--- src/hw/rtl/ordered_list_manager_core_assert.svh ---
// Assertion macros for the list manager RTL, used by olm_seq.
// Define NO_ASSERTIONS to compile them out.
`ifndef ORDERED_LIST_MANAGER_CORE_ASSERT_SVH
`define ORDERED_LIST_MANAGER_CORE_ASSERT_SVH

`ifndef NO_ASSERTIONS

`define OLM_ASSERT_ALWAYS(label, clk, rst, cond) \
  label: assert property (@(posedge clk) disable iff (rst) (cond)) \
    else $error("%m: assertion failed");

`define OLM_ASSERT_IMPLY(label, clk, rst, ante, cons) \
  label: assert property (@(posedge clk) disable iff (rst) (ante) |-> (cons)) \
    else $error("%m: assertion failed");

`define OLM_ASSERT_NEXT(label, clk, rst, ante, cons) \
  label: assert property (@(posedge clk) disable iff (rst) (ante) |=> (cons)) \
    else $error("%m: assertion failed");

`else

`define OLM_ASSERT_ALWAYS(label, clk, rst, cond)

`define OLM_ASSERT_IMPLY(label, clk, rst, ante, cons)

`define OLM_ASSERT_NEXT(label, clk, rst, ante, cons)

`endif

`endif

--- src/hw/rtl/olm_pkg.sv ---
package olm_pkg;

  localparam int DEF_CAPACITY   = 64;
  localparam int DEF_DATA_WIDTH = 32;

  typedef enum logic [2:0] {
    OP_PUSH_FRONT = 3'd0,
    OP_PUSH_BACK  = 3'd1,
    OP_POP_FRONT  = 3'd2,
    OP_POP_BACK   = 3'd3,
    OP_INSERT_AT  = 3'd4,
    OP_ERASE_AT   = 3'd5,
    OP_CLEAR      = 3'd6
  } op_t;

  typedef enum logic [1:0] {
    ST_DONE  = 2'd0,
    ST_RANGE = 2'd1,
    ST_FULL  = 2'd2
  } status_t;

  typedef enum logic [3:0] {
    S_IDLE,
    S_DECODE,
    S_FREE_POP,
    S_INS_PLACE,
    S_WALK,
    S_INS_LINK,
    S_INS_SPLICE,
    S_ERA_HEAD,
    S_ERA_NODE,
    S_ERA_UNLINK,
    S_ERA_FREE,
    S_RESULT
  } state_t;

  typedef struct packed {
    logic    load;
    status_t status;
  } res_ctl_t;

endpackage

--- src/hw/rtl/olm_ram.sv ---
module olm_ram #(
  parameter int WIDTH = 32,
  parameter int DEPTH = 64,
  localparam int AW = $clog2(DEPTH)
) (
  input  logic             clk,
  input  logic             we,
  input  logic [AW-1:0]    waddr,
  input  logic [WIDTH-1:0] wdata,
  input  logic             re,
  input  logic [AW-1:0]    raddr,
  output logic [WIDTH-1:0] rdata
);

  logic [WIDTH-1:0] mem [DEPTH];

  always_ff @(posedge clk) begin
    if (we) begin
      mem[waddr] <= wdata;
    end
    if (re) begin
      rdata <= mem[raddr];
    end
  end

endmodule

--- src/hw/rtl/olm_seq.sv ---
`include "ordered_list_manager_core_assert.svh"

module olm_seq #(
  parameter int CAPACITY   = olm_pkg::DEF_CAPACITY,
  parameter int DATA_WIDTH = olm_pkg::DEF_DATA_WIDTH,
  localparam int IDX_W = $clog2(CAPACITY),
  localparam int CNT_W = $clog2(CAPACITY + 1)
) (
  input  logic                  clk,
  input  logic                  rst,
  // input channel
  input  logic                  in_valid,
  output logic                  in_stall,
  input  logic [2:0]            op,
  input  logic [CNT_W-1:0]      position,
  input  logic [DATA_WIDTH-1:0] value,
  // link memory
  output logic                  lk_we,
  output logic [IDX_W-1:0]      lk_waddr,
  output logic [IDX_W-1:0]      lk_wdata,
  output logic                  lk_re,
  output logic [IDX_W-1:0]      lk_raddr,
  input  logic [IDX_W-1:0]      lk_rdata,
  // element memory
  output logic                  el_we,
  output logic [IDX_W-1:0]      el_waddr,
  output logic [DATA_WIDTH-1:0] el_wdata,
  output logic                  el_re,
  output logic [IDX_W-1:0]      el_raddr,
  input  logic [DATA_WIDTH-1:0] el_rdata,
  // result buffer
  output olm_pkg::res_ctl_t     res_ctl,
  output logic [DATA_WIDTH-1:0] res_removed,
  output logic [CNT_W-1:0]      res_count,
  input  logic                  res_free
);

  localparam logic [CNT_W-1:0] CAP_CNT = CNT_W'(CAPACITY);

  olm_pkg::state_t state, state_next;

  logic [2:0]            op_q;
  logic [CNT_W-1:0]      pos_q;
  logic [DATA_WIDTH-1:0] val_q;
  logic [IDX_W-1:0]      head, tail, free_head;
  logic [CNT_W-1:0]      count, fill;
  logic [IDX_W-1:0]      cur, prev, node;
  logic [CNT_W-1:0]      remain;
  logic                  link_fresh;
  logic [DATA_WIDTH-1:0] removed;
  olm_pkg::status_t      status_q;

  logic                  is_ins, is_era, is_clr;
  logic [CNT_W-1:0]      tgt;
  olm_pkg::status_t      dec_status;
  logic                  fill_full;
  logic [IDX_W-1:0]      alloc_node;
  logic [IDX_W-1:0]      cur_sel;

  // Decode the held operation into a target position and a verdict.
  always_comb begin
    is_ins = 1'b0;
    is_era = 1'b0;
    is_clr = 1'b0;
    tgt    = pos_q;
    unique case (op_q)
      olm_pkg::OP_PUSH_FRONT: begin
        is_ins = 1'b1;
        tgt    = '0;
      end
      olm_pkg::OP_PUSH_BACK: begin
        is_ins = 1'b1;
        tgt    = count;
      end
      olm_pkg::OP_INSERT_AT: begin
        is_ins = 1'b1;
      end
      olm_pkg::OP_POP_FRONT: begin
        is_era = 1'b1;
        tgt    = '0;
      end
      olm_pkg::OP_POP_BACK: begin
        is_era = 1'b1;
        tgt    = count - 1'b1;
      end
      olm_pkg::OP_ERASE_AT: begin
        is_era = 1'b1;
      end
      olm_pkg::OP_CLEAR: begin
        is_clr = 1'b1;
      end
      default: ;
    endcase

    if (is_ins) begin
      if (tgt > count) begin
        dec_status = olm_pkg::ST_RANGE;
      end else if (count == CAP_CNT) begin
        dec_status = olm_pkg::ST_FULL;
      end else begin
        dec_status = olm_pkg::ST_DONE;
      end
    end else if (is_era) begin
      if ((count == '0) || (tgt >= count)) begin
        dec_status = olm_pkg::ST_RANGE;
      end else begin
        dec_status = olm_pkg::ST_DONE;
      end
    end else if (is_clr) begin
      dec_status = olm_pkg::ST_DONE;
    end else begin
      dec_status = olm_pkg::ST_RANGE;
    end
  end

  // Fresh nodes come from the fill count; recycled ones from the free chain.
  assign fill_full  = (fill == CAP_CNT);
  assign alloc_node = fill_full ? free_head : fill[IDX_W-1:0];

  // During the walk the address chains straight off the link read data.
  assign cur_sel = link_fresh ? lk_rdata : cur;

  // Next state
  always_comb begin
    state_next = state;
    unique case (state)
      olm_pkg::S_IDLE: begin
        if (in_valid) begin
          state_next = olm_pkg::S_DECODE;
        end
      end
      olm_pkg::S_DECODE: begin
        if ((dec_status != olm_pkg::ST_DONE) || is_clr) begin
          state_next = olm_pkg::S_RESULT;
        end else if (is_ins) begin
          state_next = fill_full ? olm_pkg::S_FREE_POP : olm_pkg::S_INS_PLACE;
        end else if (tgt == '0) begin
          state_next = olm_pkg::S_ERA_HEAD;
        end else begin
          state_next = olm_pkg::S_WALK;
        end
      end
      olm_pkg::S_FREE_POP: state_next = olm_pkg::S_INS_PLACE;
      olm_pkg::S_INS_PLACE: begin
        if ((tgt == '0) || (tgt == count)) begin
          state_next = olm_pkg::S_RESULT;
        end else begin
          state_next = olm_pkg::S_WALK;
        end
      end
      olm_pkg::S_WALK: begin
        if (remain == '0) begin
          state_next = is_ins ? olm_pkg::S_INS_LINK : olm_pkg::S_ERA_NODE;
        end
      end
      olm_pkg::S_INS_LINK:   state_next = olm_pkg::S_INS_SPLICE;
      olm_pkg::S_INS_SPLICE: state_next = olm_pkg::S_RESULT;
      olm_pkg::S_ERA_HEAD:   state_next = olm_pkg::S_RESULT;
      olm_pkg::S_ERA_NODE:   state_next = olm_pkg::S_ERA_UNLINK;
      olm_pkg::S_ERA_UNLINK: state_next = olm_pkg::S_ERA_FREE;
      olm_pkg::S_ERA_FREE:   state_next = olm_pkg::S_RESULT;
      olm_pkg::S_RESULT: begin
        if (res_free) begin
          state_next = olm_pkg::S_IDLE;
        end
      end
      default: state_next = olm_pkg::S_IDLE;
    endcase
  end

  // Outputs: memory accesses and handshakes
  always_comb begin
    in_stall       = 1'b1;
    lk_we          = 1'b0;
    lk_waddr       = node;
    lk_wdata       = free_head;
    lk_re          = 1'b0;
    lk_raddr       = cur_sel;
    el_we          = 1'b0;
    el_waddr       = alloc_node;
    el_wdata       = val_q;
    el_re          = 1'b0;
    el_raddr       = lk_rdata;
    res_ctl.load   = 1'b0;
    res_ctl.status = status_q;
    unique case (state)
      olm_pkg::S_IDLE: begin
        in_stall = 1'b0;
      end
      olm_pkg::S_DECODE: begin
        if (dec_status == olm_pkg::ST_DONE) begin
          if (is_ins) begin
            el_we = 1'b1;
            if (fill_full) begin
              lk_re    = 1'b1;
              lk_raddr = free_head;
            end
          end else if (is_era && (tgt == '0)) begin
            lk_re    = 1'b1;
            lk_raddr = head;
            el_re    = 1'b1;
            el_raddr = head;
          end
        end
      end
      olm_pkg::S_INS_PLACE: begin
        if (tgt == '0) begin
          lk_we    = 1'b1;
          lk_wdata = head;
        end else if (tgt == count) begin
          lk_we    = 1'b1;
          lk_waddr = tail;
          lk_wdata = node;
        end
      end
      olm_pkg::S_WALK: begin
        lk_re = 1'b1;
      end
      olm_pkg::S_INS_LINK: begin
        lk_we    = 1'b1;
        lk_wdata = lk_rdata;
      end
      olm_pkg::S_INS_SPLICE: begin
        lk_we    = 1'b1;
        lk_waddr = prev;
        lk_wdata = node;
      end
      olm_pkg::S_ERA_HEAD: begin
        lk_we = 1'b1;
      end
      olm_pkg::S_ERA_NODE: begin
        lk_re    = 1'b1;
        lk_raddr = lk_rdata;
        el_re    = 1'b1;
      end
      olm_pkg::S_ERA_UNLINK: begin
        lk_we    = 1'b1;
        lk_waddr = prev;
        lk_wdata = lk_rdata;
      end
      olm_pkg::S_ERA_FREE: begin
        lk_we = 1'b1;
      end
      olm_pkg::S_RESULT: begin
        res_ctl.load = res_free;
      end
      default: ;
    endcase
  end

  assign res_removed = removed;
  assign res_count   = count;

  always_ff @(posedge clk) begin
    if (rst) begin
      state      <= olm_pkg::S_IDLE;
      head       <= '0;
      tail       <= '0;
      free_head  <= '0;
      count      <= '0;
      fill       <= '0;
      link_fresh <= 1'b0;
    end else begin
      state      <= state_next;
      link_fresh <= (state == olm_pkg::S_WALK) && (remain != '0);
      unique case (state)
        olm_pkg::S_IDLE: begin
          if (in_valid) begin
            op_q  <= op;
            pos_q <= position;
            val_q <= value;
          end
        end
        olm_pkg::S_DECODE: begin
          status_q <= dec_status;
          removed  <= '0;
          cur      <= head;
          remain   <= tgt - 1'b1;
          node     <= is_ins ? alloc_node : head;
          if (is_clr) begin
            count <= '0;
            fill  <= '0;
            head  <= '0;
            tail  <= '0;
          end else if (is_ins && (dec_status == olm_pkg::ST_DONE) && !fill_full) begin
            fill <= fill + 1'b1;
          end
        end
        olm_pkg::S_FREE_POP: begin
          free_head <= lk_rdata;
        end
        olm_pkg::S_INS_PLACE: begin
          if (tgt == '0) begin
            head  <= node;
            count <= count + 1'b1;
            if (count == '0) begin
              tail <= node;
            end
          end else if (tgt == count) begin
            tail  <= node;
            count <= count + 1'b1;
          end
        end
        olm_pkg::S_WALK: begin
          cur <= cur_sel;
          if (remain != '0) begin
            remain <= remain - 1'b1;
          end else begin
            prev <= cur_sel;
          end
        end
        olm_pkg::S_INS_SPLICE: begin
          count <= count + 1'b1;
        end
        olm_pkg::S_ERA_HEAD: begin
          head      <= lk_rdata;
          removed   <= el_rdata;
          free_head <= node;
          count     <= count - 1'b1;
        end
        olm_pkg::S_ERA_NODE: begin
          node <= lk_rdata;
        end
        olm_pkg::S_ERA_UNLINK: begin
          removed <= el_rdata;
          if (node == tail) begin
            tail <= prev;
          end
        end
        olm_pkg::S_ERA_FREE: begin
          free_head <= node;
          count     <= count - 1'b1;
        end
        default: ;
      endcase
    end
  end

  `OLM_ASSERT_ALWAYS(a_count_within_fill, clk, rst, count <= fill)
  `OLM_ASSERT_ALWAYS(a_fill_within_capacity, clk, rst, fill <= CAP_CNT)
  `OLM_ASSERT_NEXT(a_accept_decodes, clk, rst, in_valid && !in_stall, state == olm_pkg::S_DECODE)
  `OLM_ASSERT_NEXT(a_walk_counts_down, clk, rst, (state == olm_pkg::S_WALK) && (remain != '0), remain == $past(remain) - 1'b1)

endmodule

--- src/hw/rtl/olm_out_buf.sv ---
module olm_out_buf #(
  parameter int DATA_WIDTH = olm_pkg::DEF_DATA_WIDTH,
  parameter int CNT_W      = $clog2(olm_pkg::DEF_CAPACITY + 1)
) (
  input  logic                  clk,
  input  logic                  rst,
  input  olm_pkg::res_ctl_t     res_ctl,
  input  logic [DATA_WIDTH-1:0] res_removed,
  input  logic [CNT_W-1:0]      res_count,
  output logic                  res_free,
  output logic                  out_valid,
  input  logic                  out_stall,
  output logic [DATA_WIDTH-1:0] removed_value,
  output logic [1:0]            status,
  output logic [CNT_W-1:0]      entry_count
);

  // The slot frees up in the same cycle its transfer completes.
  assign res_free = !out_valid || !out_stall;

  always_ff @(posedge clk) begin
    if (rst) begin
      out_valid <= 1'b0;
    end else if (res_ctl.load) begin
      out_valid <= 1'b1;
    end else if (!out_stall) begin
      out_valid <= 1'b0;
    end
  end

  always_ff @(posedge clk) begin
    if (res_ctl.load) begin
      removed_value <= res_removed;
      status        <= res_ctl.status;
      entry_count   <= res_count;
    end
  end

endmodule

--- src/hw/rtl/ordered_list_manager_core.sv ---
// Ordered list of up to CAPACITY values held as a singly linked list in two
// single-port-read memories (values and next links). One operation per input
// transfer, one result per operation. Insert at a middle position, and erase
// at or pop back past the head, walk the links from the head one node per
// cycle; the link memory read port sets that pace. A new operation is
// accepted while the previous result still waits on the output register. No
// clearing pass is needed after reset or clear: unused nodes are handed out
// from a fill count.
module ordered_list_manager_core #(
  parameter int CAPACITY   = olm_pkg::DEF_CAPACITY,
  parameter int DATA_WIDTH = olm_pkg::DEF_DATA_WIDTH,
  localparam int IDX_W = $clog2(CAPACITY),
  localparam int CNT_W = $clog2(CAPACITY + 1)
) (
  input  logic                  clk,
  input  logic                  rst,
  input  logic                  in_valid,
  output logic                  in_stall,
  input  logic [2:0]            op,
  input  logic [CNT_W-1:0]      position,
  input  logic [DATA_WIDTH-1:0] value,
  output logic                  out_valid,
  input  logic                  out_stall,
  output logic [DATA_WIDTH-1:0] removed_value,
  output logic [1:0]            status,
  output logic [CNT_W-1:0]      entry_count
);

  logic                  lk_we, lk_re;
  logic [IDX_W-1:0]      lk_waddr, lk_wdata, lk_raddr, lk_rdata;
  logic                  el_we, el_re;
  logic [IDX_W-1:0]      el_waddr, el_raddr;
  logic [DATA_WIDTH-1:0] el_wdata, el_rdata;

  olm_pkg::res_ctl_t     res_ctl;
  logic [DATA_WIDTH-1:0] res_removed;
  logic [CNT_W-1:0]      res_count;
  logic                  res_free;

  olm_ram #(
    .WIDTH (IDX_W),
    .DEPTH (CAPACITY)
  ) u_link_ram (
    .clk   (clk),
    .we    (lk_we),
    .waddr (lk_waddr),
    .wdata (lk_wdata),
    .re    (lk_re),
    .raddr (lk_raddr),
    .rdata (lk_rdata)
  );

  olm_ram #(
    .WIDTH (DATA_WIDTH),
    .DEPTH (CAPACITY)
  ) u_elem_ram (
    .clk   (clk),
    .we    (el_we),
    .waddr (el_waddr),
    .wdata (el_wdata),
    .re    (el_re),
    .raddr (el_raddr),
    .rdata (el_rdata)
  );

  olm_seq #(
    .CAPACITY   (CAPACITY),
    .DATA_WIDTH (DATA_WIDTH)
  ) u_seq (
    .clk         (clk),
    .rst         (rst),
    .in_valid    (in_valid),
    .in_stall    (in_stall),
    .op          (op),
    .position    (position),
    .value       (value),
    .lk_we       (lk_we),
    .lk_waddr    (lk_waddr),
    .lk_wdata    (lk_wdata),
    .lk_re       (lk_re),
    .lk_raddr    (lk_raddr),
    .lk_rdata    (lk_rdata),
    .el_we       (el_we),
    .el_waddr    (el_waddr),
    .el_wdata    (el_wdata),
    .el_re       (el_re),
    .el_raddr    (el_raddr),
    .el_rdata    (el_rdata),
    .res_ctl     (res_ctl),
    .res_removed (res_removed),
    .res_count   (res_count),
    .res_free    (res_free)
  );

  olm_out_buf #(
    .DATA_WIDTH (DATA_WIDTH),
    .CNT_W      (CNT_W)
  ) u_out_buf (
    .clk           (clk),
    .rst           (rst),
    .res_ctl       (res_ctl),
    .res_removed   (res_removed),
    .res_count     (res_count),
    .res_free      (res_free),
    .out_valid     (out_valid),
    .out_stall     (out_stall),
    .removed_value (removed_value),
    .status        (status),
    .entry_count   (entry_count)
  );

endmodule
--- config.mk ---
export PLATFORM = sky130hd
export DESIGN_NAME = ordered_list_manager_core
export DESIGN_NICKNAME = d
export VERILOG_FILES = /design/src/hw/rtl/olm_pkg.sv /design/src/hw/rtl/olm_ram.sv /design/src/hw/rtl/olm_seq.sv /design/src/hw/rtl/olm_out_buf.sv /design/src/hw/rtl/ordered_list_manager_core.sv
export VERILOG_INCLUDE_DIRS = /design/src /design/src/hw/rtl
export SDC_FILE = /design/constraint.sdc
export NUM_CORES = 2
export LEC_CHECK = 0
export BUFFER_PORTS_ARGS = -buffer_cell sky130_fd_sc_hd__buf_4
export CAP_MARGIN = 20
export CORE_MARGIN = 2
export CORE_UTILIZATION = 57
export DETAILED_ROUTE_END_ITERATION = 12
export GPL_TIMING_DRIVEN = 1
export PLACE_DENSITY = 0.77
export SYNTH_ARGS = -nofsm -noshare
export SYNTH_HDL_FRONTEND = slang
export SYNTH_HIERARCHICAL = 1
export SYNTH_SLANG_ARGS = --single-unit
--- constraint.sdc ---
create_clock -name clk -period 6.8 [get_ports clk]
set_clock_uncertainty 0.1 [all_clocks]
set_input_delay 0.68 -clock clk [delete_from_list [all_inputs] [get_ports clk]]
set_output_delay 0.68 -clock clk [all_outputs]
set_load 0.01 [all_outputs]
==> impl_metrics.ini <==
[detailed_routing]
drc = 0
wl_per_cell_um = 34.9
via_count = 54500
drt-met1-wl_mm = 92.6
via_per_inst = 6.94
dr_wl_met3_mm = 37.0
wl_met2_mm = 130
wirelength_mm = 274
drtPass1Iterations = 8
highest_layer = met5
antenna_left = 0
initialDrtViolationCount = 9435

[sta]
slew_violations = 0
fin_setup_tns_ns = 0
finalCritPeriodShare_pct = 95.9
rsz0062_at_grt = no
period_minus_slack_ns = 6.52
whs_ns = 0.133
slew_headroom_pct = 15.0
fmax_mhz = 153
hold_violations = 0
setup_viol = 0
worst_slew_pin_slew_ns = 1.28

[floorplan]
coreArea_um2 = 180000
die_area_um2 = 185000
rows = 156
die_x_um = 430
die_h_um = 430
pin_count = 89
start_util_pct = 57.3

[synthesis]
synthCells = 4913
synth_fa_ha_area_share_pct = 0.157
netlist_area_um2 = 103000
synth_flop_cell = edfxtp_1
synth_top_family_by_area = multiplexers
synth_compound_area_share_pct = 3.39
synth.distinct_cells = 81
ys.warnings.count = 6
synth-seq-cells = 2650
synth_async_sr_flop_share_pct = 0
yosysSeqAreaShare_pct = 76.6
yosys.area_share.simple_pct = 2.80
synth_edf_count = 2612
yosys-top-cells-area = edfxtp_1 (76%), mux4_2 (13%), mux2i_1 (1.5%)
syn_nets = 4972
synth_xor_area_share_pct = 0.161
muxShareOfSynthArea_pct = 15.2
syn_area_per_cell_um2 = 21.0
synth_top_area_cell = edfxtp_1
yosys.area.top_type_share_pct = 75.9

[critical_path]
cp_max_fo = 22
worstSetupPathType = register to register
critPathRequiredTime_ns = 7.35
rr_endpoint = u_elem_ram/rdata[27]
r2r-start = u_seq/res_count[1]
max_stage_delay_ns = 0.64
cp_cell_sequence = inv_1, ha_1, and4bb_1, xnor2_1, o21ai_0, ha_1, a21oi_1, o21ai_0, nor3_1, and2_1, nand3_2, buf_4, o21ai_4, buf_12, buf_4, mux4_2, mux4_2, o22ai_1, nor2_1
r2r_cells = 19
critPathCaptureType = register
crit_start = u_seq/res_count[1]
cp.arrival_ns = 7.08
rrSetupSlack_ns = 0.28
crit_slowest_cell = o22ai_1
cp-start-kind = register

[place]
place_congestion = 0.902
dp.final_hpwl_mm = 149
numPortBuffers = 88

[finish]
drive_gt1_share_pct = 26.2
num-fill-cells = 11100
fin_nets = 5356
syn_to_final_growth_pct = 13.4

[worst_hold_path]
hold_class = primary input to register
worstHoldStart = rst
min_path_cells = 2
hold_end = u_out_buf/out_valid

[pwr]
cellLeakagePower_nw = 37.1
ir_worst_vdd_v = 0.000403
power_density_nw_per_um2 = 389

[global_route]
grt_overflow = 0
grt_pass1_vias = 55000
grt_pass1_wl_mm = 391
grt_usage_pct = 29.7
grt_max_degree = 82
antenna_found_initial = 11

[clock_tree]
htree_num_levels = 5
cts_root_buf = clkbuf_16
clk_latency_ns = 0.93
clockBufferDepth = 4
cts_tree = done
cts_buffers = 278
cts_sinks = 2650
clk_pin_slew_ns = 0.06

[flow_run]
cap_violations = 0

[run_status]
status = completed
[per-stage QoR]
step | worst slack [ns] | utilization (%) | area, µm² | power (W) | std cells
after floorplan | 0.403 | - | 103000 | 0.0273 | 4913
after global placement | -0.483 | 60.0 | 108000 | 0.0309 | 7324
after detailed placement | -0.168 | 60.0 | 108000 | 0.0312 | 7326
after CTS | 0.00852 | 64.9 | 117000 | 0.0454 | 7837
after global routing | 0.0871 | 65.0 | 117000 | 0.0467 | 7857
final | 0.276 | 65.0 | 117000 | 0.0456 | 7861
[per-layer routing]
layer,vias up,GRT usage [%]
met1,27900,39.8
met5,-,0
met2,4501,46.5
met4,4,13.8
met3,758,7.53
li1,21400,-
[report_power, final]
group | switching (W) | internal, W
registers | 0.000312 | 0.0191
logic | 0.00723 | 0.00470
clock network | 0.00608 | 0.00816
total | 0.0136 | 0.0319
[worst max-delay path, delay by kind of cell, from the launching register on]
family                   cells  cell delay, ns
AO/OA/AOI/OAI                5            1.80
XOR/XNOR                     1            0.09
AND/OR/NAND/NOR              5            1.35
flip-flops                   1            0.32
multiplexers                 2            0.92
buffers and inverters        4            1.00
adder cells (fa/ha/maj)      2            0.66
[timing repair]
action / CTS / global route
endpoints found under the hold margin: 43 / 0
pin swaps: 0 / 3
gates resized for setup: 3 / 2
endpoints found under the setup margin: 3 / 29
hold buffers: 43 / 0
setup buffers: 0 / 12
[how the worst max path moves through the flow]
stage | end | slack, ns | depth (start not counted)
final | u_elem_ram/rdata[27] | 0.28 | 19
after global routing | u_elem_ram/rdata[22] | 0.09 | 21
after CTS | u_elem_ram/rdata[19] | 0.009 | 17
after detailed placement | u_elem_ram/rdata[29] | -0.17 | 17
after global placement | u_elem_ram/rdata[22] | -0.48 | 17
after floorplan | u_elem_ram/mem[40][0] | 0.40 | 16
[layout make-up]
type / instances / area (µm²) / share of cell area (%)
well taps: 2370 / 2970 / 2.53
clock buffers: 336 / 7320 / 6.25
flip-flops and latches: 2650 / 79200 / 67.6
inverters: 22 / 82.6 / 0.0705
diodes: 6 / 15.0 / 0.0128
clock inverters: 132 / 983 / 0.839
repair buffers: 389 / 3480 / 2.97
multi-input cells: 1956 / 23200 / 19.8
[logic make-up (layout without fill, tap and decap cells)]
group / Yosys count / after routing
adders and majority gates: 13 / 13
muxes: 800 / 800
other: 0 / 6
xor gates and xnor gates: 19 / 19
and+or+nand+nor: 611 / 611
buffers and inverters: 307 / 879
DFF: 2650 / 2650
AOI/OAI and AO/OA: 513 / 513
[registers in the layout, indices dropped and copies added, names as in the netlist, 7 cells and up]
register                 count
u_elem_ram/mem            2048
u_link_ram/mem             384
u_elem_ram/rdata            32
u_out_buf/removed_value     32
u_seq/el_wdata              32
u_seq/res_removed           32
u_out_buf/entry_count        7
u_seq/fill                   7
u_seq/pos_q                  7
u_seq/remain                 7
u_seq/res_count              7
[placed cells by master, fill, tap and decap left out, types with 15 or more instances in the layout]
cell type      synthesis  layout
edfxtp_1            2612    2612
mux4_2               608     608
buf_4                 27     306
clkbuf_16              0     285
nor2_1               270     209
mux2i_1              156     156
a21oi_1              131     131
nand2_1               99      99
o22ai_1              102      98
clkinv_1               0      63
nor2_4                 0      61
clkbuf_1             136      51
dlygate4sd3_1          0      43
clkinv_2               0      41
o221ai_1              40      40
dfxtp_1               38      38
nor2b_1               37      37
and2_1                37      37
buf_12                 2      35
a211oi_1              34      34
nand3_1               32      30
o21ai_0               42      30
nor3_1                32      26
a221oi_1              25      25
a311oi_1              24      24
mux2_2                24      24
nand2b_1              22      21
inv_1                 21      21
nand4_1               19      19
a22oi_1               15      15
[cells in the mapped netlist (38+ instances only)]
master,number
o22ai_1,102
o21ai_0,42
dfxtp_1,38
nand2_1,99
mux4_2,608
mux2i_1,156
edfxtp_1,2612
nor2_1,270
o221ai_1,40
clkbuf_1,136
buf_2,61
a21oi_1,131
(Power assumes the default switching activity.)
